[config.mk]
export PLATFORM = sky130hd
export DESIGN_NAME = svalloc_ctrl
export DESIGN_NICKNAME = d
export VERILOG_FILES = /design/src/rtl/svalloc_pkg.sv /design/src/rtl/svalloc_ctrl.sv
export SDC_FILE = /design/constraint.sdc
export NUM_CORES = 1
export LEC_CHECK = 0
export BUFFER_PORTS_ARGS = -buffer_cell sky130_fd_sc_hd__buf_2
export CORE_ASPECT_RATIO = 0.7
export CORE_MARGIN = 4
export CORE_UTILIZATION = 47
export CTS_CLUSTER_SIZE = 12
export DETAILED_ROUTE_END_ITERATION = 10
export GPL_TIMING_DRIVEN = 0
export PLACE_DENSITY = 0.8
export REMOVE_ABC_BUFFERS = 1
export SETUP_SLACK_MARGIN = 0.3
export SYNTH_ARGS = -nofsm -noshare
export SYNTH_HDL_FRONTEND = slang
export SYNTH_SLANG_ARGS = --single-unit
[constraint.sdc]
create_clock -name clock -period 3.5 [get_ports clock]
set_input_delay 1.05 -clock clock [delete_from_list [all_inputs] [get_ports clock]]
set_output_delay 1.05 -clock clock [all_outputs]
set_load 0.03 [all_outputs]
[src/rtl/svalloc_pkg.sv]
package svalloc_pkg;

   // Voice row size and derived widths
   localparam int VOICES = 16;
   localparam int VIDX_W = (VOICES > 1) ? $clog2(VOICES) : 1;
   localparam int CNT_W  = $clog2(VOICES + 1);
   localparam int CMP_W  = (VIDX_W > 4) ? VIDX_W : 4;
   localparam int SAT_W  = CNT_W + 5;

   // MIDI constants
   localparam logic [6:0]  PEDAL_CC    = 7'd64;
   localparam logic [6:0]  PEDAL_ON    = 7'd64;
   localparam logic [13:0] BEND_CENTRE = 14'd8192;

   // Register indexes, taken from csr_paddr[2]
   localparam logic REG_CHANNEL_MASK = 1'b0;
   localparam logic REG_OMNI_MODE    = 1'b1;

   // Request command codes
   typedef enum logic [2:0] {
      CMD_NOTE_ON        = 3'd0,
      CMD_NOTE_OFF       = 3'd1,
      CMD_CONTROL_CHANGE = 3'd2,
      CMD_PITCH_BEND     = 3'd3,
      CMD_RELEASE_VOICE  = 3'd4,
      CMD_RELEASE_ALL    = 3'd5,
      CMD_READ_VOICE     = 3'd6
   } cmd_code_type;

   // Operation carried out by the voice cells while the scan record passes
   typedef enum logic [2:0] {
      OP_NONE,
      OP_FIND,
      OP_PEDAL_UP,
      OP_BEND,
      OP_REL_ONE,
      OP_REL_ALL,
      OP_READ
   } op_type;

   // Single-voice write after a note scan
   typedef enum logic [1:0] {
      WR_NOTE_ON,
      WR_HOLD,
      WR_RELEASE
   } wr_mode_type;

   typedef enum logic [1:0] {
      ST_IDLE,
      ST_SCAN,
      ST_APPLY,
      ST_DONE
   } state_type;

   // Command broadcast to every cell
   typedef struct packed {
      op_type      op;
      logic [3:0]  ch;
      logic [6:0]  key;
      logic [6:0]  vel;
      logic [3:0]  sel;
      logic [31:0] start;
      logic [13:0] bend;
      logic        omni;
   } cmd_type;

   // Write strobe to one cell
   typedef struct packed {
      logic              en;
      logic [VIDX_W-1:0] idx;
      wr_mode_type       mode;
   } wr_type;

   // Record handed from cell to cell during a scan
   typedef struct packed {
      logic              valid;
      logic              note_found;
      logic [VIDX_W-1:0] note_idx;
      logic              free_found;
      logic [VIDX_W-1:0] free_idx;
      logic              nh_found;
      logic [VIDX_W-1:0] nh_idx;
      logic [31:0]       nh_start;
      logic              old_found;
      logic [VIDX_W-1:0] old_idx;
      logic [31:0]       old_start;
      logic              rel_hit;
      logic [VIDX_W-1:0] rel_first;
      logic [CNT_W-1:0]  rel_cnt;
      logic [CNT_W-1:0]  active;
      logic              rd_hit;
      logic              rd_active;
      logic              rd_held;
      logic [6:0]        rd_key;
      logic [6:0]        rd_vel;
      logic [3:0]        rd_chan;
      logic [13:0]       rd_bend;
   } scan_type;

   // Registered response
   typedef struct packed {
      logic [3:0]  voice_index;
      logic        voice_hit;
      logic        voice_stolen;
      logic [4:0]  released_count;
      logic [4:0]  active_count;
      logic        filtered;
      logic        rd_active;
      logic        rd_sustained;
      logic [6:0]  rd_note;
      logic [6:0]  rd_velocity;
      logic [3:0]  rd_channel;
      logic [13:0] rd_bend;
   } rsp_type;

   // 4-bit voice select against a cell index
   function automatic logic sel_match(input logic [3:0] sel, input logic [VIDX_W-1:0] id);
      return CMP_W'(sel) == CMP_W'(id);
   endfunction

   // Voice index as reported, low four bits
   function automatic logic [3:0] idx_to_out(input logic [VIDX_W-1:0] idx);
      logic [CMP_W-1:0] w;
      w = CMP_W'(idx);
      return w[3:0];
   endfunction

   // Count saturated to 31
   function automatic logic [4:0] sat_count(input logic [CNT_W-1:0] n);
      logic [SAT_W-1:0] w;
      w = SAT_W'(n);
      return (w > SAT_W'(31)) ? 5'd31 : w[4:0];
   endfunction

endpackage

[src/rtl/svalloc_ctrl.sv]
module svalloc_ctrl import svalloc_pkg::*; (
   input  logic        clock,
   input  logic        reset,
   input  logic        req_valid,
   output logic        req_ready,
   input  logic [2:0]  req_cmd,
   input  logic [3:0]  req_channel,
   input  logic [6:0]  req_data1,
   input  logic [6:0]  req_data2,
   input  logic [3:0]  req_voice_sel,
   input  logic [31:0] req_now,
   input  logic [15:0] channel_mask,
   input  logic        omni_mode,
   output cmd_type     cmd,
   output scan_type    seed,
   input  scan_type    tail,
   output wr_type      wr,
   output logic        rsp_valid,
   input  logic        rsp_ready,
   output rsp_type     rsp
);

   state_type    state_ff, state_in;
   cmd_type      cmd_ff, cmd_in;
   logic         seed_valid_ff, seed_valid_in;
   logic         note_on_ff, note_on_in;
   logic         pedal_ff, pedal_in;
   logic         filt_ff, filt_in;
   scan_type     res_ff, res_in;
   logic [15:0]  chan_pedal_ff, chan_pedal_in;
   logic [13:0]  chan_bend_ff [16];
   logic [13:0]  chan_bend_in [16];
   logic         rsp_valid_ff, rsp_valid_in;
   rsp_type      rsp_ff, rsp_in;

   cmd_code_type      code;
   logic [VIDX_W-1:0] target;
   logic              stolen;
   logic [CNT_W-1:0]  act;
   rsp_type           result;
   logic              req_take;

   // Request decode
   always_comb begin
      code       = cmd_code_type'(req_cmd);
      filt_in    = (code == CMD_NOTE_ON || code == CMD_NOTE_OFF ||
                    code == CMD_CONTROL_CHANGE || code == CMD_PITCH_BEND) &&
                   !channel_mask[req_channel];
      cmd_in.ch    = req_channel;
      cmd_in.key   = req_data1;
      cmd_in.vel   = req_data2;
      cmd_in.sel   = req_voice_sel;
      cmd_in.start = req_now;
      cmd_in.bend  = chan_bend_ff[req_channel];
      cmd_in.omni  = omni_mode;
      cmd_in.op    = OP_NONE;
      note_on_in   = 1'b0;
      pedal_in     = chan_pedal_ff[req_channel];
      priority if (filt_in) begin
         cmd_in.op = OP_NONE;
      end else begin
         unique case (code)
            CMD_NOTE_ON: begin
               cmd_in.op  = OP_FIND;
               note_on_in = (req_data2 != 7'd0);
            end
            CMD_NOTE_OFF: begin
               cmd_in.op = OP_FIND;
            end
            CMD_CONTROL_CHANGE: begin
               if (req_data1 == PEDAL_CC && req_data2 < PEDAL_ON) begin
                  cmd_in.op = OP_PEDAL_UP;
               end
            end
            CMD_PITCH_BEND: begin
               cmd_in.op   = OP_BEND;
               cmd_in.bend = {req_data2, req_data1};
            end
            CMD_RELEASE_VOICE: cmd_in.op = OP_REL_ONE;
            CMD_RELEASE_ALL:   cmd_in.op = OP_REL_ALL;
            CMD_READ_VOICE:    cmd_in.op = OP_READ;
            default:           cmd_in.op = OP_NONE;
         endcase
      end
   end

   // Voice choice and response from the finished scan record
   always_comb begin
      priority if (res_ff.note_found) begin
         target = res_ff.note_idx;
      end else if (res_ff.free_found) begin
         target = res_ff.free_idx;
      end else if (res_ff.nh_found) begin
         target = res_ff.nh_idx;
      end else begin
         target = res_ff.old_idx;
      end
      stolen = res_ff.note_found || !res_ff.free_found;
      act    = res_ff.active;
      result = '0;
      priority if (filt_ff) begin
         result.filtered = 1'b1;
      end else begin
         unique case (cmd_ff.op)
            OP_FIND: begin
               if (note_on_ff) begin
                  result.voice_index  = idx_to_out(target);
                  result.voice_hit    = 1'b1;
                  result.voice_stolen = stolen;
                  if (!stolen) begin
                     act = res_ff.active + CNT_W'(1);
                  end
               end else if (res_ff.note_found) begin
                  result.voice_index = idx_to_out(res_ff.note_idx);
                  result.voice_hit   = 1'b1;
                  if (!pedal_ff) begin
                     act = res_ff.active - CNT_W'(1);
                  end
               end
            end
            OP_PEDAL_UP: begin
               result.voice_hit      = res_ff.rel_hit;
               result.voice_index    = res_ff.rel_hit ? idx_to_out(res_ff.rel_first) : 4'd0;
               result.released_count = sat_count(res_ff.rel_cnt);
            end
            OP_REL_ONE: begin
               result.voice_index    = cmd_ff.sel;
               result.voice_hit      = res_ff.rel_hit;
               result.released_count = sat_count(res_ff.rel_cnt);
            end
            OP_REL_ALL: begin
               result.voice_hit      = (res_ff.rel_cnt != '0);
               result.released_count = sat_count(res_ff.rel_cnt);
            end
            OP_READ: begin
               result.voice_index = cmd_ff.sel;
               result.voice_hit   = res_ff.rd_hit;
               if (res_ff.rd_hit) begin
                  result.rd_active    = res_ff.rd_active;
                  result.rd_sustained = res_ff.rd_held;
                  result.rd_note      = res_ff.rd_key;
                  result.rd_velocity  = res_ff.rd_vel;
                  result.rd_channel   = res_ff.rd_chan;
                  result.rd_bend      = res_ff.rd_bend;
               end
            end
            OP_NONE, OP_BEND: begin
            end
            default: begin
            end
         endcase
      end
      result.active_count = sat_count(act);
   end

   // Sequencer: next state, channel state and response register
   always_comb begin
      state_in      = state_ff;
      seed_valid_in = 1'b0;
      res_in        = res_ff;
      chan_pedal_in = chan_pedal_ff;
      chan_bend_in  = chan_bend_ff;
      rsp_valid_in  = rsp_valid_ff && !rsp_ready;
      rsp_in        = rsp_ff;
      wr            = '0;
      req_take      = 1'b0;
      unique case (state_ff)
         ST_IDLE: begin
            req_take = req_valid;
            if (req_valid) begin
               seed_valid_in = 1'b1;
               state_in      = ST_SCAN;
               // channel state changes at acceptance
               if (!filt_in && code == CMD_CONTROL_CHANGE && req_data1 == PEDAL_CC) begin
                  chan_pedal_in[req_channel] = (req_data2 >= PEDAL_ON);
               end
               if (!filt_in && code == CMD_PITCH_BEND) begin
                  chan_bend_in[req_channel] = {req_data2, req_data1};
               end
            end
         end
         ST_SCAN: begin
            if (tail.valid) begin
               res_in   = tail;
               state_in = ST_APPLY;
            end
         end
         ST_APPLY: begin
            // single voice write for note on / note off
            if (cmd_ff.op == OP_FIND) begin
               if (note_on_ff) begin
                  wr.en   = 1'b1;
                  wr.idx  = target;
                  wr.mode = WR_NOTE_ON;
               end else if (res_ff.note_found) begin
                  wr.en   = 1'b1;
                  wr.idx  = res_ff.note_idx;
                  wr.mode = pedal_ff ? WR_HOLD : WR_RELEASE;
               end
            end
            state_in = ST_DONE;
         end
         ST_DONE: begin
            if (!rsp_valid_ff || rsp_ready) begin
               rsp_valid_in = 1'b1;
               rsp_in       = result;
               state_in     = ST_IDLE;
            end
         end
         default: begin
            state_in = ST_IDLE;
         end
      endcase
   end

   always_ff @(posedge clock) begin
      if (reset) begin
         state_ff      <= ST_IDLE;
         cmd_ff        <= '0;
         seed_valid_ff <= 1'b0;
         note_on_ff    <= 1'b0;
         pedal_ff      <= 1'b0;
         filt_ff       <= 1'b0;
         res_ff        <= '0;
         chan_pedal_ff <= '0;
         chan_bend_ff  <= '{default: BEND_CENTRE};
         rsp_valid_ff  <= 1'b0;
         rsp_ff        <= '0;
      end else begin
         state_ff      <= state_in;
         seed_valid_ff <= seed_valid_in;
         res_ff        <= res_in;
         chan_pedal_ff <= chan_pedal_in;
         chan_bend_ff  <= chan_bend_in;
         rsp_valid_ff  <= rsp_valid_in;
         rsp_ff        <= rsp_in;
         if (req_take) begin
            cmd_ff     <= cmd_in;
            note_on_ff <= note_on_in;
            pedal_ff   <= pedal_in;
            filt_ff    <= filt_in;
         end
      end
   end

   // Fresh scan record into the first cell
   always_comb begin
      seed       = '0;
      seed.valid = seed_valid_ff;
   end

   assign cmd       = cmd_ff;
   assign req_ready = (state_ff == ST_IDLE);
   assign rsp_valid = rsp_valid_ff;
   assign rsp       = rsp_ff;

endmodule

==> qor.yml <==
drt:
  viasPerCell: 5.498
  routed_wl_um: 55590
  wl_per_cell_um: 19.02
  first_pass_iters: 5
  vias: 16070
  drt_iter0_drc: 1892
  detail-route-antenna-nets: 0
  drc: 0
placed_design:
  gp_congestion: 0.8187
  dpl.hpwl_um: 37410
  io_buffers: 280
synthesis:
  synth_area_um2: 19350
  ys_types: 61
  avgSynthCellArea_um2: 8.790
  synth_ff_type: "dfxtp_1"
  yosys_warnings: 0
  synth_area_leaders: "dfxtp_1 (45%), nand2_1 (11%), mux4_2 (8.7%)"
  synthDominantCellAreaShare_pct: 45.42
  synth_area_leader_cell: "dfxtp_1"
  synth_cells: 2201
  ys_seq_area_share_pct: 45.42
  ys_ff_latch: 439
  synth_edf_count: 0
  synthArstFlopShare_pct: 0
floorplan:
  io_pins: 480
  dieArea_um2: 44530
  core_um2: 40150
  die_h_um: 177.8
  fp-row-count: 61
  start_util_pct: 48.19
  die_w_um: 250.5
run:
  maxCapViolCount: 0
timing:
  hold_viol_final: 0
  setup_tns_ns: 0
  maxClockFrequency_ghz: 0.3113
  setup-violations-final: 0
  finalCriticalPeriod_ns: 3.212
  finClkSkew_ns: 0.03073
  tightestPinTransition_ns: 1.436
  relSlewSlack_pct: 3.927
  period_share_pct: 91.78
  hold_slack_ns: 0.4500
  finalMaxSlewViolations: 0
  rsz0062_at_grt: "true"
cts:
  htree_levels: 2
  clock_path_buffers: 3
  clock-sinks: 439
  cts-root-buf: "clkbuf_16"
  clk_pin_slew_ns: 0.06
  clkLatencyLatePin_ns: 0.58
  numCtsBuffers: 44
  cts_tree: "yes"
cells_and_area:
  syn_to_final_growth_pct: 14.13
  finish.utilization_pct: 55.00
  drive_gt1_share_pct: 20.49
  fillers: 3440
  multi_input_area_um2: 9320
  final-seq-area_um2: 8795
  final_nets: 2587
pwr:
  power_switching_w: 0.003783
  leakage_nw: 8.512
  peakVddDrop_v: 0.0004546
  intPower_w: 0.008345
  seq_power_share_pct: 45.1
  p_clk_share_pct: 36.3
  p_sw_share_pct: 31.19
  powerDensity_nw_per_um2: 549.2
  comb_power_share_pct: 18.6
  fin_total_pwr_w: 0.01213
critical_path:
  path_max_fanout: 35
  cp_data_required_time_ns: 4.00
  path_class: "in -> reg"
  endpoint_kind: "register"
  start_kind: "primary input"
  cp_data_arrival_time_ns: 3.71
global_route:
  grt_pass1_vias: 15700
  grtUsageMet1_pct: 30.83
  grt_pass1_wl_um: 85010
  antenna_found_initial: 2
  grt_start_max_net_pins: 140
  grt_util_all_layers_pct: 23.45
  overflow: 0
  busiest_layer: "met2"
  use_met2_pct: 37.89
  use_met3_pct: 4.834
outcome:
  status: "finished, final reports clean"
min_path:
  worstHoldPathType: "reg -> reg"
## area by class of cell
cell class              count  share of cell area (%)
flip-flops and latches    439                   39.83
clock inverters             5                  0.3910
multi-input cells        1559                   42.21
inverters                   9                  0.1530
clock buffers              60                   5.440
diodes                      1                 0.01133
well taps                 535                   3.032
repair buffers            315                   8.936
## worst max-delay path, stage by stage
cell and delay [ns]:
buf_4 0.44, nand2b_2 0.35, o2bb2ai_1 0.29, nor2_2 0.15
nor4_2 0.87, buf_6 0.24, nand2_1 0.07, a21oi_1 0.20
## layout by cell type (no fill, tap or decap), types with 4 or more instances in the layout
cell,count
o21ai_0,19
dfxtp_1,436
a221o_1,14
a21oi_1,281
inv_1,9
nand2_1,552
nor3_2,8
clkbuf_1,12
nor3b_1,7
a211oi_1,6
nor2b_1,30
or3_1,9
clkbuf_8,4
buf_2,275
buf_16,7
a22oi_1,41
nand4_1,13
buf_6,11
a211o_1,9
mux4_2,75
nor2_1,158
buf_4,11
ha_1,6
nand2b_1,15
mux2i_1,98
conb_1,134
nor3_1,6
nand3b_1,8
nand2_2,4
buf_12,8
clkbuf_16,44
## synth_stat cells (14+ instances only)
cell type,n
clkbuf_1,114
nor3_1,14
nand2b_1,17
nor2b_1,30
buf_1,15
dfxtp_1,439
o21ai_0,19
nand2_1,556
buf_2,49
a221o_1,14
buf_4,142
a22oi_1,41
mux2i_1,98
mux4_2,75
a21oi_1,282
nor2_1,160
## timing repair
item / 4_1_cts / 5_1_grt
hold buffers: 0 / 0
setup endpoints to repair: 250 / 159
pin swaps: 5 / 2
resized for setup: 19 / 11
setup buffers: 7 / 2
## routing by layer
metal / up-vias / routed length, µm / share of wire (%)
met1: 7651 / 21950 / 39
met3: 151 / 5009 / 9.0
met2: 797 / 26570 / 48
met4: 0 / 2056 / 3.7
li1: 7473 / - / -
met5: - / 0 / 0
## registers in the layout, indices dropped and copies added (netlist names)
name	cells
pedal_ff	1
chan_bend_ff	224
state_ff	2
note_on_ff	1
rsp_valid	1
filt_ff	1
res_ff	69
cmd	72
chan_pedal_ff	16
rsp	51
seed_valid_ff	1
## path summary, 6_finish.rpt
kind / startpoint / end / cells after the start / slack [ns]
hold / removal: chan_bend_ff[175]$_SDFFE_PP0P_ / chan_bend_ff[175]$_SDFFE_PP0P_ / 2 / 0.45
setup / recovery: req_channel[1] / chan_bend_ff[191]$_SDFFE_PP0P_ / 8 / 0.29
hold reg to reg: chan_bend_ff[175]$_SDFFE_PP0P_ / chan_bend_ff[175]$_SDFFE_PP0P_ / 2 / 0.45
setup reg to reg: state_ff[0]$_SDFFE_PP0P_ / chan_bend_ff[162]$_SDFFE_PP0P_ / 9 / 0.56
## power groups by stage
stage | Clock, W | Combinational [W] | Sequential [W]
after CTS | 0.00445 | 0.00224 | 0.00547
after global routing | 0.00467 | 0.00245 | 0.00550
final | 0.00440 | 0.00226 | 0.00547
after floorplan | 0 | 0.00103 | 0.00582
after detailed placement | 0 | 0.00221 | 0.00557
after global placement | 0 | 0.00208 | 0.00556
## cells by family after synthesis
logic type | share of synthesized area [%]
flops | 45.42
compound gates | 11.31
buf+inv | 9.927
simple gates | 18.41
xor+xnor | 0.2264
mux | 14.25
other cells | 0.01938
fa+ha+maj | 0.4398
## metrics by stage
step / setup WS [ns] / cell area (µm²) / instances
after floorplan: -0.9192 / 17960 / 2007
after global placement: -5.950 / 20030 / 2822
after detailed placement: -1.258 / 20580 / 2848
after CTS: 0.09021 / 22020 / 2920
after global routing: 0.1747 / 22080 / 2923
final: 0.2877 / 22080 / 2923
(Power assumes the default switching activity.)
