$ cat src/rtl/svalloc_pkg.sv
package svalloc_pkg;

   // Voice row size and derived widths
   localparam int VOICES = 16;
   localparam int VIDX_W = (VOICES > 1) ? $clog2(VOICES) : 1;
   localparam int CNT_W  = $clog2(VOICES + 1);
   localparam int CMP_W  = (VIDX_W > 4) ? VIDX_W : 4;
   localparam int SAT_W  = CNT_W + 5;

   // MIDI constants
   localparam logic [6:0]  PEDAL_CC    = 7'd64;
   localparam logic [6:0]  PEDAL_ON    = 7'd64;
   localparam logic [13:0] BEND_CENTRE = 14'd8192;

   // Register indexes, taken from csr_paddr[2]
   localparam logic REG_CHANNEL_MASK = 1'b0;
   localparam logic REG_OMNI_MODE    = 1'b1;

   // Request command codes
   typedef enum logic [2:0] {
      CMD_NOTE_ON        = 3'd0,
      CMD_NOTE_OFF       = 3'd1,
      CMD_CONTROL_CHANGE = 3'd2,
      CMD_PITCH_BEND     = 3'd3,
      CMD_RELEASE_VOICE  = 3'd4,
      CMD_RELEASE_ALL    = 3'd5,
      CMD_READ_VOICE     = 3'd6
   } cmd_code_type;

   // Operation carried out by the voice cells while the scan record passes
   typedef enum logic [2:0] {
      OP_NONE,
      OP_FIND,
      OP_PEDAL_UP,
      OP_BEND,
      OP_REL_ONE,
      OP_REL_ALL,
      OP_READ
   } op_type;

   // Single-voice write after a note scan
   typedef enum logic [1:0] {
      WR_NOTE_ON,
      WR_HOLD,
      WR_RELEASE
   } wr_mode_type;

   typedef enum logic [1:0] {
      ST_IDLE,
      ST_SCAN,
      ST_APPLY,
      ST_DONE
   } state_type;

   // Command broadcast to every cell
   typedef struct packed {
      op_type      op;
      logic [3:0]  ch;
      logic [6:0]  key;
      logic [6:0]  vel;
      logic [3:0]  sel;
      logic [31:0] start;
      logic [13:0] bend;
      logic        omni;
   } cmd_type;

   // Write strobe to one cell
   typedef struct packed {
      logic              en;
      logic [VIDX_W-1:0] idx;
      wr_mode_type       mode;
   } wr_type;

   // Record handed from cell to cell during a scan
   typedef struct packed {
      logic              valid;
      logic              note_found;
      logic [VIDX_W-1:0] note_idx;
      logic              free_found;
      logic [VIDX_W-1:0] free_idx;
      logic              nh_found;
      logic [VIDX_W-1:0] nh_idx;
      logic [31:0]       nh_start;
      logic              old_found;
      logic [VIDX_W-1:0] old_idx;
      logic [31:0]       old_start;
      logic              rel_hit;
      logic [VIDX_W-1:0] rel_first;
      logic [CNT_W-1:0]  rel_cnt;
      logic [CNT_W-1:0]  active;
      logic              rd_hit;
      logic              rd_active;
      logic              rd_held;
      logic [6:0]        rd_key;
      logic [6:0]        rd_vel;
      logic [3:0]        rd_chan;
      logic [13:0]       rd_bend;
   } scan_type;

   // Registered response
   typedef struct packed {
      logic [3:0]  voice_index;
      logic        voice_hit;
      logic        voice_stolen;
      logic [4:0]  released_count;
      logic [4:0]  active_count;
      logic        filtered;
      logic        rd_active;
      logic        rd_sustained;
      logic [6:0]  rd_note;
      logic [6:0]  rd_velocity;
      logic [3:0]  rd_channel;
      logic [13:0] rd_bend;
   } rsp_type;

   // 4-bit voice select against a cell index
   function automatic logic sel_match(input logic [3:0] sel, input logic [VIDX_W-1:0] id);
      return CMP_W'(sel) == CMP_W'(id);
   endfunction

   // Voice index as reported, low four bits
   function automatic logic [3:0] idx_to_out(input logic [VIDX_W-1:0] idx);
      logic [CMP_W-1:0] w;
      w = CMP_W'(idx);
      return w[3:0];
   endfunction

   // Count saturated to 31
   function automatic logic [4:0] sat_count(input logic [CNT_W-1:0] n);
      logic [SAT_W-1:0] w;
      w = SAT_W'(n);
      return (w > SAT_W'(31)) ? 5'd31 : w[4:0];
   endfunction

endpackage

$ cat src/rtl/svalloc_cell.sv
module svalloc_cell import svalloc_pkg::*; (
   input  logic              clock,
   input  logic              reset,
   input  logic [VIDX_W-1:0] cell_id,
   input  cmd_type           cmd,
   input  wr_type            wr,
   input  scan_type          prev_rec,
   output scan_type          next_rec
);

   logic              on_ff, on_in;
   logic              held_ff, held_in;
   logic [6:0]        key_ff, key_in;
   logic [6:0]        vel_ff, vel_in;
   logic [3:0]        chan_ff, chan_in;
   logic [31:0]       start_ff, start_in;
   logic [13:0]       bend_ff, bend_in;
   scan_type          rec_ff, rec_in;

   // Scan step on the passing record, then the single-voice write port
   always_comb begin
      on_in    = on_ff;
      held_in  = held_ff;
      key_in   = key_ff;
      vel_in   = vel_ff;
      chan_in  = chan_ff;
      start_in = start_ff;
      bend_in  = bend_ff;
      rec_in   = prev_rec;

      if (prev_rec.valid) begin
         unique case (cmd.op)
            OP_FIND: begin
               // note lookup, first free, oldest non-held, oldest overall
               if (on_ff && key_ff == cmd.key && (chan_ff == cmd.ch || cmd.omni)
                   && !prev_rec.note_found) begin
                  rec_in.note_found = 1'b1;
                  rec_in.note_idx   = cell_id;
               end
               if (!on_ff && !prev_rec.free_found) begin
                  rec_in.free_found = 1'b1;
                  rec_in.free_idx   = cell_id;
               end
               if (!held_ff && (!prev_rec.nh_found || start_ff < prev_rec.nh_start)) begin
                  rec_in.nh_found = 1'b1;
                  rec_in.nh_idx   = cell_id;
                  rec_in.nh_start = start_ff;
               end
               if (!prev_rec.old_found || start_ff < prev_rec.old_start) begin
                  rec_in.old_found = 1'b1;
                  rec_in.old_idx   = cell_id;
                  rec_in.old_start = start_ff;
               end
            end
            OP_PEDAL_UP: begin
               if (on_ff && held_ff && chan_ff == cmd.ch) begin
                  on_in   = 1'b0;
                  held_in = 1'b0;
                  if (!prev_rec.rel_hit) begin
                     rec_in.rel_first = cell_id;
                  end
                  rec_in.rel_hit = 1'b1;
                  rec_in.rel_cnt = prev_rec.rel_cnt + CNT_W'(1);
               end
            end
            OP_BEND: begin
               if (on_ff && chan_ff == cmd.ch) begin
                  bend_in = cmd.bend;
               end
            end
            OP_REL_ONE: begin
               if (sel_match(cmd.sel, cell_id) && on_ff) begin
                  on_in          = 1'b0;
                  held_in        = 1'b0;
                  rec_in.rel_hit = 1'b1;
                  rec_in.rel_cnt = prev_rec.rel_cnt + CNT_W'(1);
               end
            end
            OP_REL_ALL: begin
               if (on_ff) begin
                  on_in          = 1'b0;
                  rec_in.rel_cnt = prev_rec.rel_cnt + CNT_W'(1);
               end
               held_in = 1'b0;
            end
            OP_READ: begin
               if (sel_match(cmd.sel, cell_id)) begin
                  rec_in.rd_hit    = 1'b1;
                  rec_in.rd_active = on_ff;
                  rec_in.rd_held   = held_ff;
                  rec_in.rd_key    = key_ff;
                  rec_in.rd_vel    = vel_ff;
                  rec_in.rd_chan   = chan_ff;
                  rec_in.rd_bend   = bend_ff;
               end
            end
            OP_NONE: begin
            end
            default: begin
            end
         endcase
         // running count of voices left active
         rec_in.active = prev_rec.active + CNT_W'(on_in);
      end

      // write port, used only while no record is in flight
      if (wr.en && wr.idx == cell_id) begin
         unique case (wr.mode)
            WR_NOTE_ON: begin
               on_in    = 1'b1;
               held_in  = 1'b0;
               key_in   = cmd.key;
               vel_in   = cmd.vel;
               chan_in  = cmd.ch;
               start_in = cmd.start;
               bend_in  = cmd.bend;
            end
            WR_HOLD: begin
               held_in = 1'b1;
            end
            WR_RELEASE: begin
               on_in   = 1'b0;
               held_in = 1'b0;
            end
            default: begin
            end
         endcase
      end
   end

   always_ff @(posedge clock) begin
      if (reset) begin
         on_ff    <= 1'b0;
         held_ff  <= 1'b0;
         key_ff   <= '0;
         vel_ff   <= '0;
         chan_ff  <= '0;
         start_ff <= '0;
         bend_ff  <= BEND_CENTRE;
         rec_ff   <= '0;
      end else begin
         on_ff    <= on_in;
         held_ff  <= held_in;
         key_ff   <= key_in;
         vel_ff   <= vel_in;
         chan_ff  <= chan_in;
         start_ff <= start_in;
         bend_ff  <= bend_in;
         rec_ff   <= rec_in;
      end
   end

   assign next_rec = rec_ff;

endmodule

$ cat config.mk
export PLATFORM = sky130hd
export DESIGN_NAME = svalloc_cell
export DESIGN_NICKNAME = d
export VERILOG_FILES = /design/src/rtl/svalloc_pkg.sv /design/src/rtl/svalloc_cell.sv
export SDC_FILE = /design/constraint.sdc
export NUM_CORES = 1
export LEC_CHECK = 0
export BUFFER_PORTS_ARGS = -buffer_cell sky130_fd_sc_hd__buf_2
export CAP_MARGIN = 10
export CORE_MARGIN = 2
export CORE_UTILIZATION = 45
export DETAILED_ROUTE_END_ITERATION = 8
export GPL_ROUTABILITY_DRIVEN = 0
export PLACE_DENSITY_LB_ADDON = 0.2
export SLEW_MARGIN = 20
export SYNTH_ARGS = -nofsm -noshare
export SYNTH_HDL_FRONTEND = slang
export SYNTH_SLANG_ARGS = --single-unit
export TNS_END_PERCENT = 20
$ cat constraint.sdc
create_clock -name clock -period 2.45 [get_ports clock]
set_input_delay 0.3675 -clock clock [delete_from_list [all_inputs] [get_ports clock]]
set_output_delay 0.3675 -clock clock [all_outputs]
set_load 0.005 [all_outputs]
==> results.txt, run 1 <==
Syn Std Cell Area -> 9463 µm²
TritonCTS Buffers -> 22
number of synthesized flops with an enable pin -> 0
syn nets -> 1,372
area fraction of the dominant cell type after synthesis -> 42.52%
CP Max Fanout -> 11
hold_ws -> 0.07705 ns
vias per cell -> 4.915
Tot GR Track Use -> 23.85%
maxcap violations -> 0
YS warnings -> 0
post-synth cell types -> 51
Synth top cells by count -> dfxtp_1 (201), nand2_1 (188), nand2b_1 (114)
main area contributors after synthesis -> dfxtp_1 (43%), mux2i_1 (11%), ha_1 (8.6%), nand2b_1 (7.5%), nand2_1 (7.5%)
Leak Pwr -> 6.255 nW
clk buf depth -> 3
Crit path max-delay family -> compound AO/OA/AOI/OAI gates
count leader, synth -> dfxtp_1
CP peak stage delay -> 0.37 ns
PwrDens -> 580.6 nW/µm²
Nets -> 1,747
largest net degree at the start of global routing -> 69
share of layout cells above drive strength 1 -> 31.82%
total gr overflow -> 0
Setup CP Type -> reg -> reg
Async SR Flop Fraction -> 0%
register area share after synthesis -> 42.52%
drt first pass iters -> 5
# setup viols final -> 0
fmax -> 410.7 MHz
Hold Buf Count CTS -> 0
# IOs -> 355
Final Hold Fails -> 0
area leader, netlist -> dfxtp_1
status -> finished clean
WP data required -> 2.87 ns
DRT iter0 DRCs -> 278
Routed Antenna Nets -> 0
Peak VDD IR -> 426.7 µV
Main synth FF type -> dfxtp_1
initial core utilization -> 45.45%
design area -> 12,770 µm²
DR vias -> 8,606
Overall Power -> 7.417 mW
vias in the first global route -> 8,680
Slew HR -> 70.33%
CTS clk-pin slew, worst paths -> 0.06 ns
final critical-path required period -> 2.435 ns
critical path launch point type -> register
drt drc -> 0
Clk Latency, worst-skew pair -> 0.50 ns
measured slew at the worst slew-check pin -> 0.4404 ns
worst hold path type -> in -> reg
full die area -> 22,200 µm²
initial antenna violation count -> 3
Crit. End Element -> register
final wirelength -> 27,780 µm
Slew Viols, Final -> 0
clock skew -> 0.007816 ns
Cells after Synth -> 1,087
DP Area -> 11,890 µm²
Die Wd -> 149.0 µm
number of port buffers -> 354
final worst path period share -> 99.37%
Slowest cell on crit path -> a2111oi_4
Syn Area/Cell -> 8.705 µm²
CP bufs+invs -> 3
FP Rows -> 53
clk root buf -> clkbuf_16
Post-DP HPWL -> 20,940 µm
CTS sink cnt -> 201
CTS H-tree lvls -> 1
crit path DAT -> 2.86 ns
area grow syn2layout -> 35.00%
core area -> 20,820 µm²
first-pass GRT wire length -> 42,860 µm
die height -> 149.0 µm
WL/cell -> 15.87 µm
CTS tree -> done
CP Cell Sequence -> ha_1 -> a211oi_1 -> o21ai_1 -> a2111oi_4 -> o41ai_4 -> buf_4 -> a21oi_4 -> buf_12 -> clkbuf_16 -> mux2i_1
#FFs+latches synth -> 201
==> what timing repair did <==
action,4_1_cts,5_1_grt
cloned,0,2
gates resized for setup,3,26
buffers inserted,0,1
pin swaps,0,9
setup endpoints to repair,72,72
endpoints found under the hold margin,0,0
==> worst register-to-register path: stages, from the launching register on <==
cell and delay [ns]:
dfxtp_1 0.32, ha_1 0.29, a211oi_1 0.25, o21ai_1 0.15, a2111oi_4 0.37, o41ai_4 0.13
buf_4 0.16, a21oi_4 0.16, buf_12 0.15, clkbuf_16 0.18, mux2i_1 0.20
==> layout by cell type (no fill, tap or decap), types with 4 or more instances in the layout <==
| cell type | netlist | layout |
|---|---|---|
| nand3_1 | 12 | 11 |
| clkbuf_1 | 45 | 8 |
| nand2b_1 | 114 | 114 |
| nand4_1 | 12 | 12 |
| o21ai_0 | 14 | 10 |
| dfxtp_1 | 201 | 199 |
| xnor2_1 | 11 | 11 |
| buf_4 | 1 | 38 |
| a211oi_1 | 8 | 5 |
| ha_1 | 65 | 63 |
| inv_1 | 67 | 67 |
| nor2_1 | 61 | 60 |
| nor2b_1 | 8 | 8 |
| nor3_1 | 4 | 4 |
| mux2i_1 | 100 | 99 |
| clkbuf_8 | 0 | 5 |
| nand2_1 | 188 | 188 |
| clkbuf_16 | 0 | 25 |
| buf_2 | 8 | 353 |
| buf_12 | 0 | 11 |
| a21oi_1 | 105 | 103 |
| xor2_1 | 14 | 14 |
==> path summary, 6_finish.rpt <==
| kind | start | endpoint | slack, ns | cells past startpoint |
|---|---|---|---|---|
| worst max-delay path | start_ff[11] | next_rec[68] | 0.02 | 10 |
| worst min-delay path | cmd[14] | bend_ff[13] | 0.08 | 2 |
| worst max register to register | start_ff[11] | next_rec[68] | 0.02 | 10 |
| worst min register to register | bend_ff[10] | next_rec[10] | 0.45 | 2 |
==> kinds of logic after synthesis <==
logic type	share of synthesized area, %
simple gates	21.42
flops	42.52
compound gates	9.309
buf+inv	5.025
mux	10.82
fa+ha+maj	8.594
xor+xnor	2.314
==> sequential cells by signal, indices dropped and copies added (netlist names) <==
name	count
chan_ff	4
bend_ff	14
key_ff	7
next_rec	135
held_ff	1
start_ff	32
vel_ff	7
on_ff	1
==> layer usage <==
layer / GRT usage (%) / vias to the layer above / wire length (µm)
li1: - / 4357 / -
met1: 27.73 / 3929 / 11180
met2: 43.09 / 265 / 13850
met3: 6.422 / 51 / 2094
met4: 6.571 / 4 / 623
met5: 0 / - / 27
==> cell type report <==
| class | instances | area (µm²) |
|---|---|---|
| multi-input combinational | 763 | 5117 |
| clock buffer | 36 | 674.4 |
| sequential | 201 | 4026 |
| fill | 1858 | 8048 |
| inverter | 67 | 251.5 |
| antenna | 2 | 5.005 |
| timing repair buffer | 407 | 2356 |
| tap | 275 | 344.1 |
==> power by group <==
group | internal, mW | total, mW | switching (mW) | leakage, nW
Sequential | 3.40 | 3.44 | 0.0401 | 1.66
Clock | 1.86 | 3.14 | 1.28 | 0.329
Combinational | 0.425 | 0.838 | 0.413 | 4.27
==> through the flow <==
stage	std cells	TNS [ns]	setup slack (ns)	util (%)
finish	1751	0	0.01533	61.35
global route	1750	-2.083	-0.09840	61.34
CTS	1746	0	0.01205	60.40
detailed placement	1710	-17.01	-0.2950	57.09
global placement	1710	-11.08	-0.2352	57.09
floorplan	1087	0	0.07517	-
Note: power is estimated with default switching activity, not from simulation.
==> run 2, diff against run 1 <==
--- a/config.mk
+++ b/config.mk
@@ -12,6 +12,7 @@
 export DETAILED_ROUTE_END_ITERATION = 8
 export GPL_ROUTABILITY_DRIVEN = 0
 export PLACE_DENSITY_LB_ADDON = 0.2
+export SETUP_SLACK_MARGIN = 0.2
 export SLEW_MARGIN = 20
 export SYNTH_ARGS = -nofsm -noshare
 export SYNTH_HDL_FRONTEND = slang
==> results.txt, run 2 (synthesized netlist as in run 1, its figures left out) <==
status -> finished clean
Hold Buf Count CTS -> 0 (unchanged)
maxcap violations -> 0 (unchanged)
drt first pass iters -> 4 (-1)
critical path launch point type -> register
Non-Filler Instances -> 1,759 (+0.46%)
share of layout cells above drive strength 1 -> 34.70% (+2.9 points)
CTS clk-pin slew, worst paths -> 0.06 ns (about the same)
met2 usage in global routing -> 45.12% (+2.0 points)
final worst path period share -> 95.51% (-3.9 points)
number of port buffers -> 354 (unchanged)
RSZ-0062 raised after global routing -> yes
FP Rows -> 53 (unchanged)
Setup CP Type -> reg -> reg
Nets -> 1,753 (+0.34%)
total gr overflow -> 0 (unchanged)
core area -> 20,820 µm² (unchanged)
Most Crowded Layer GR -> met2
DR vias -> 8,715 (+1.3%)
clk buf depth -> 3 (unchanged)
TritonCTS Buffers -> 23 (+4.5%)
vias per cell -> 4.955 (+0.81%)
crit path DAT -> 2.77 ns (-0.09 ns)
design area -> 13,140 µm² (+2.8%)
initial core utilization -> 45.45% (unchanged)
hold_ws -> 0.09303 ns (+0.01598 ns)
met1 Use GR -> 28.81% (+1.1 points)
worst setup path endpoint -> next_rec[54]
# diodes -> 0 (-2)
Die Wd -> 149.0 µm (unchanged)
fillcell total -> 1,818 (-2.2%)
WL/cell -> 16.11 µm (+1.5%)
worst slack at placement -> -0.3166 ns (-0.02158 ns)
vias in the first global route -> 8,706 (+0.30%)
fmax -> 427.4 MHz (+4.0%)
CTS tree -> done
measured slew at the worst slew-check pin -> 0.6234 ns (+0.1830 ns)
DP Area -> 11,840 µm² (-0.44%)
clock skew -> 0.01013 ns (+0.002316 ns)
final worst slack -> 0.1100 ns (+0.09468 ns)
largest net degree at the start of global routing -> 64 (-7.2%)
Routed Antenna Nets -> 0 (unchanged)
CP Max Fanout -> 6 (-5)
Multi-input gate area -> 5308 µm² (+3.7%)
CTS H-tree lvls -> 1 (unchanged)
r2r startpoint -> start_ff[11]
initial antenna violation count -> 1 (-2)
Crit Reg-Reg Endpoint -> next_rec[54]
area grow syn2layout -> 38.81%
# IOs -> 355 (unchanged)
commonest non-fill, non-tap cells in the layout -> buf_2 (353), nand2_1 (188), dfxtp_1 (183)
final critical-path required period -> 2.340 ns (-0.09468 ns)
Core Util, Final -> 63.08% (+1.7 points)
Post-DP HPWL -> 20,250 µm (-3.3%)
Leak Pwr -> 6.337 nW (+1.3%)
Clk Latency, worst-skew pair -> 0.50 ns (about the same)
Slew Viols, Final -> 0 (unchanged)
PwrDens -> 582.6 nW/µm² (+0.34%)
drt drc -> 0 (unchanged)
clk root buf -> clkbuf_16
Tot GR Track Use -> 24.57% (+0.71 points)
max reg flops -> 135 (unchanged)
final wirelength -> 28,340 µm (+2.0%)
CTS sink cnt -> 201 (unchanged)
first-pass GRT wire length -> 43,790 µm (+2.2%)
# setup viols final -> 0 (unchanged)
WP data required -> 2.88 ns (about the same)
Placed Cells -> 1,703 (-0.41%)
R2R setup slack -> 0.11 ns (+0.09 ns)
die height -> 149.0 µm (unchanged)
DRT iter0 DRCs -> 284 (+2.2%)
Slew HR -> 58.44% (-12 points)
Final Hold Fails -> 0 (unchanged)
full die area -> 22,200 µm² (unchanged)
Peak VDD IR -> 463.2 µV (+8.6%)
sequential cell area -> 4054 µm² (+0.68%)
reg2reg path depth -> 10 (unchanged)
Crit. End Element -> register
worst hold path type -> in -> reg
most common cell after layout, fill and taps aside -> buf_2
routing usage on met3 -> 5.627% (-0.80 points)
Worst setup startpoint -> start_ff[11]
run 2: cell count changes in the layout (fill, tap and decap cells not counted), sizes merged:
cell,change
buf,+5
clkinv,+4
clkbuf,-2
diode,-2
bufbuf,+1
bufinv,+1
clkinvlp,+1
run 2: timing repair:
| action | in CTS | in global routing |
|---|---|---|
| endpoints found under the setup margin | 75 | 77 |
| resized for setup | 70 | 5 |
| cloned | 3 | 1 |
| setup buffers | 11 | 0 |
| pin swaps | 23 | 3 |
run 2: area by class of cell:
class / instances / share of cell area, %
multi-input combinational: 763 / 40.41
timing repair buffer: 412 / 18.57
sequential: 201 / 30.86
clock inverter: 6 / 0.4382
tap: 275 / 2.620
inverter: 67 / 1.915
clock buffer: 35 / 5.182
run 2: critical path, cell delays in order (launching register included):
cell,delay [ns]
dfxtp_2,0.35
ha_4,0.21
a211oi_4,0.21
o21ai_2,0.10
a2111oi_4,0.39
o41ai_4,0.16
buf_4,0.17
a21oi_4,0.18
buf_6,0.16
clkbuf_16,0.17
mux2i_1,0.17
run 2: power by group:
part	total (mW)	switching (mW)	internal, mW	leakage (nW)
logic	0.867	0.426	0.441	4.31
clock network	3.35	1.34	2.01	0.364
registers	3.44	0.0388	3.40	1.67
run 2: how the worst min path moves through the flow:
stage                        startpoint             to  slack (ns)  depth (start not counted)
after floorplan              bend_ff[0]    next_rec[0]        0.43                          2
after global placement        vel_ff[3]   next_rec[21]        0.44                          2
after detailed placement     bend_ff[8]    next_rec[8]        0.44                          2
after CTS                  prev_rec[34]   next_rec[34]        0.07                          3
after global routing      prev_rec[128]  next_rec[128]        0.08                          3
final                      prev_rec[34]   next_rec[34]        0.09                          3
run 2: layer usage:
layer	routed length, µm	up-vias
li1	-	4368
met1	11510	4040
met2	14210	257
met3	1965	50
met4	658	0
met5	0	-
run 2: metrics by stage:
step                setup TNS (ns)  power, mW
floorplan                        0      3.872
global placement            -12.09      4.314
detailed placement          -11.61      4.328
CTS                              0      7.741
global route                     0      7.959
finish                           0      7.652
==> run 3, diff against run 2 <==
--- a/config.mk
+++ b/config.mk
@@ -5,7 +5,7 @@
 export SDC_FILE = /design/constraint.sdc
 export NUM_CORES = 1
 export LEC_CHECK = 0
-export BUFFER_PORTS_ARGS = -buffer_cell sky130_fd_sc_hd__buf_2
+export BUFFER_PORTS_ARGS = -buffer_cell sky130_fd_sc_hd__clkbuf_2
 export CAP_MARGIN = 10
 export CORE_MARGIN = 2
 export CORE_UTILIZATION = 45
==> results.txt, run 3 (synthesized netlist as in run 1, its figures left out) <==
status -> finished clean
Crit path depth -> 10 (unchanged)
Slew Viols, Final -> 0 (unchanged)
final critical-path required period -> 2.302 ns (-0.03821 ns)
share of layout cells above drive strength 1 -> 34.75% (+0.050 points)
clock skew -> 0.004750 ns (-0.005382 ns)
CTS clk-pin slew, worst paths -> 0.06 ns (about the same)
Post-DP HPWL -> 20,110 µm (-0.67%)
Core Util, Final -> 62.77% (-0.31 points)
final worst slack -> 0.1482 ns (+0.03821 ns)
largest net degree at the start of global routing -> 73 (+14%)
RSZ-0062 raised after global routing -> yes
CP bufs+invs -> 3 (unchanged)
maxcap violations -> 0 (unchanged)
CP Cell Sequence -> ha_1 -> nand2_1 -> or4_4 -> nand2b_4 -> o211ai_1 -> a21oi_4 -> buf_6 -> buf_4 -> buf_4 -> mux2i_1
FP Rows -> 53 (unchanged)
measured slew at the worst slew-check pin -> 0.6211 ns (-0.002396 ns)
Multi-input gate area -> 5269 µm² (-0.73%)
final wirelength -> 28,000 µm (-1.2%)
WP data required -> 2.84 ns (-0.04 ns)
Crit Reg-Reg Endpoint -> next_rec[80]
Leak Pwr -> 6.307 nW (-0.46%)
DRT iter0 DRCs -> 302 (+6.3%)
R2R setup slack -> 0.15 ns (+0.04 ns)
Peak VDD IR -> 497.0 µV (+7.3%)
commonest non-fill, non-tap cells in the layout -> clkbuf_2 (353), nand2_1 (187), dfxtp_1 (181)
critical path launch point type -> register
number of port buffers -> 354 (unchanged)
WL/cell -> 15.95 µm (-0.97%)
drt drc -> 0 (unchanged)
Slew HR -> 58.60% (+0.16 points)
fillcell total -> 1,840 (+1.2%)
most common cell after layout, fill and taps aside -> clkbuf_2
core area -> 20,820 µm² (unchanged)
DP Area -> 11,780 µm² (-0.47%)
Clk Latency, worst-skew pair -> 0.51 ns (about the same)
DR vias -> 8,701 (-0.16%)
Crit. End Element -> register
CTS sink cnt -> 201 (unchanged)
Final Hold Fails -> 0 (unchanged)
Nets -> 1,748 (-0.29%)
max reg flops -> 135 (unchanged)
full die area -> 22,200 µm² (unchanged)
Setup CP Type -> reg -> reg
clk root buf -> clkbuf_16
CP peak stage delay -> 0.50 ns (+0.11 ns)
reg2reg path depth -> 10 (unchanged)
worst slack at placement -> -0.3465 ns (-0.02998 ns)
Top cell by count, worst path -> buf_4
PwrDens -> 600.0 nW/µm² (+3.0%)
total gr overflow -> 0 (unchanged)
TritonCTS Buffers -> 23 (unchanged)
crit path DAT -> 2.70 ns (-0.07 ns)
Worst setup startpoint -> start_ff[26]
initial antenna violation count -> 1 (unchanged)
vias in the first global route -> 8,748 (+0.48%)
# setup viols final -> 0 (unchanged)
fmax -> 434.4 MHz (+1.7%)
first-pass GRT wire length -> 43,240 µm (-1.3%)
Post-Route Setup TNS -> 0 ns (unchanged)
design area -> 13,070 µm² (-0.50%)
area grow syn2layout -> 38.12%
clk buf depth -> 3 (unchanged)
final worst path period share -> 93.95% (-1.6 points)
worst hold path type -> in -> reg
initial core utilization -> 45.45% (unchanged)
sequential cell area -> 4059 µm² (+0.12%)
CTS H-tree lvls -> 1 (unchanged)
CP Max Fanout -> 4 (-2)
Slowest cell on crit path -> or4_4
# IOs -> 355 (unchanged)
drt first pass iters -> 4 (unchanged)
Crit path max-delay family -> simple AND/OR/NAND/NOR gates
Routed Antenna Nets -> 0 (unchanged)
Tot GR Track Use -> 24.18% (-0.39 points)
Hold Buf Count CTS -> 0 (unchanged)
vias per cell -> 4.958 (about the same)
r2r startpoint -> start_ff[26]
worst setup path endpoint -> next_rec[80]
CTS tree -> done
die height -> 149.0 µm (unchanged)
Die Wd -> 149.0 µm (unchanged)
Hold Path Stages -> 3 (unchanged)
## run 3: worst min path at each step
| stage | start | slack [ns] | end |
|---|---|---|---|
| after detailed placement | vel_ff[4] | 0.45 | vel_ff[4] |
| after floorplan | bend_ff[0] | 0.43 | next_rec[0] |
| after global placement | vel_ff[4] | 0.44 | vel_ff[4] |
| after CTS | prev_rec[34] | 0.05 | next_rec[34] |
| final | prev_rec[34] | 0.07 | next_rec[34] |
| after global routing | cmd[20] | 0.06 | start_ff[5] |
## run 3: layout make-up
cell class	instances	share of cell area [%]
flip-flops and latches	201	31.06
well taps	275	2.633
multi-input cells	763	40.31
repair buffers	407	18.07
inverters	67	1.924
clock buffers	33	5.074
clock inverters	8	0.9094
diodes	1	0.01915
## run 3: metrics by stage
stage	total power, mW	hold slack (ns)	cells
detailed placement	4.325	0.4465	1699
CTS	7.905	0.04914	1746
floorplan	3.872	0.4312	1087
global placement	4.314	0.4423	1699
finish	7.842	0.06536	1755
global route	8.148	0.06231	1755
## run 3: worst min-delay path, cell delays in order
cell,delay [ns]
clkbuf_2,0.07
nor2_1,0.03
nor2_1,0.06
## run 3: timing repair
action                                  CTS  global route
buffers inserted                          4             6
gates resized for setup                  48            26
endpoints found under the setup margin   75            80
hold endpoints to repair                  0             0
gates cloned                              2             2
pin swaps                                 9            13
## run 3: power breakdown
| group | switching, mW | leakage (nW) | internal [mW] | total, mW |
|---|---|---|---|---|
| Combinational | 0.423 | 4.25 | 0.431 | 0.854 |
| Sequential | 0.0427 | 1.67 | 3.40 | 3.44 |
| Clock | 1.36 | 0.388 | 2.19 | 3.55 |
| Total | 1.82 | 6.31 | 6.02 | 7.84 |
## run 3: metal layers
metal	vias to the layer above	track usage, %	share of wire [%]
met1	4036	28.71	41
li1	4365	-	-
met5	-	0	0
met2	256	43.69	50
met4	0	6.571	2.4
met3	44	5.596	6.4
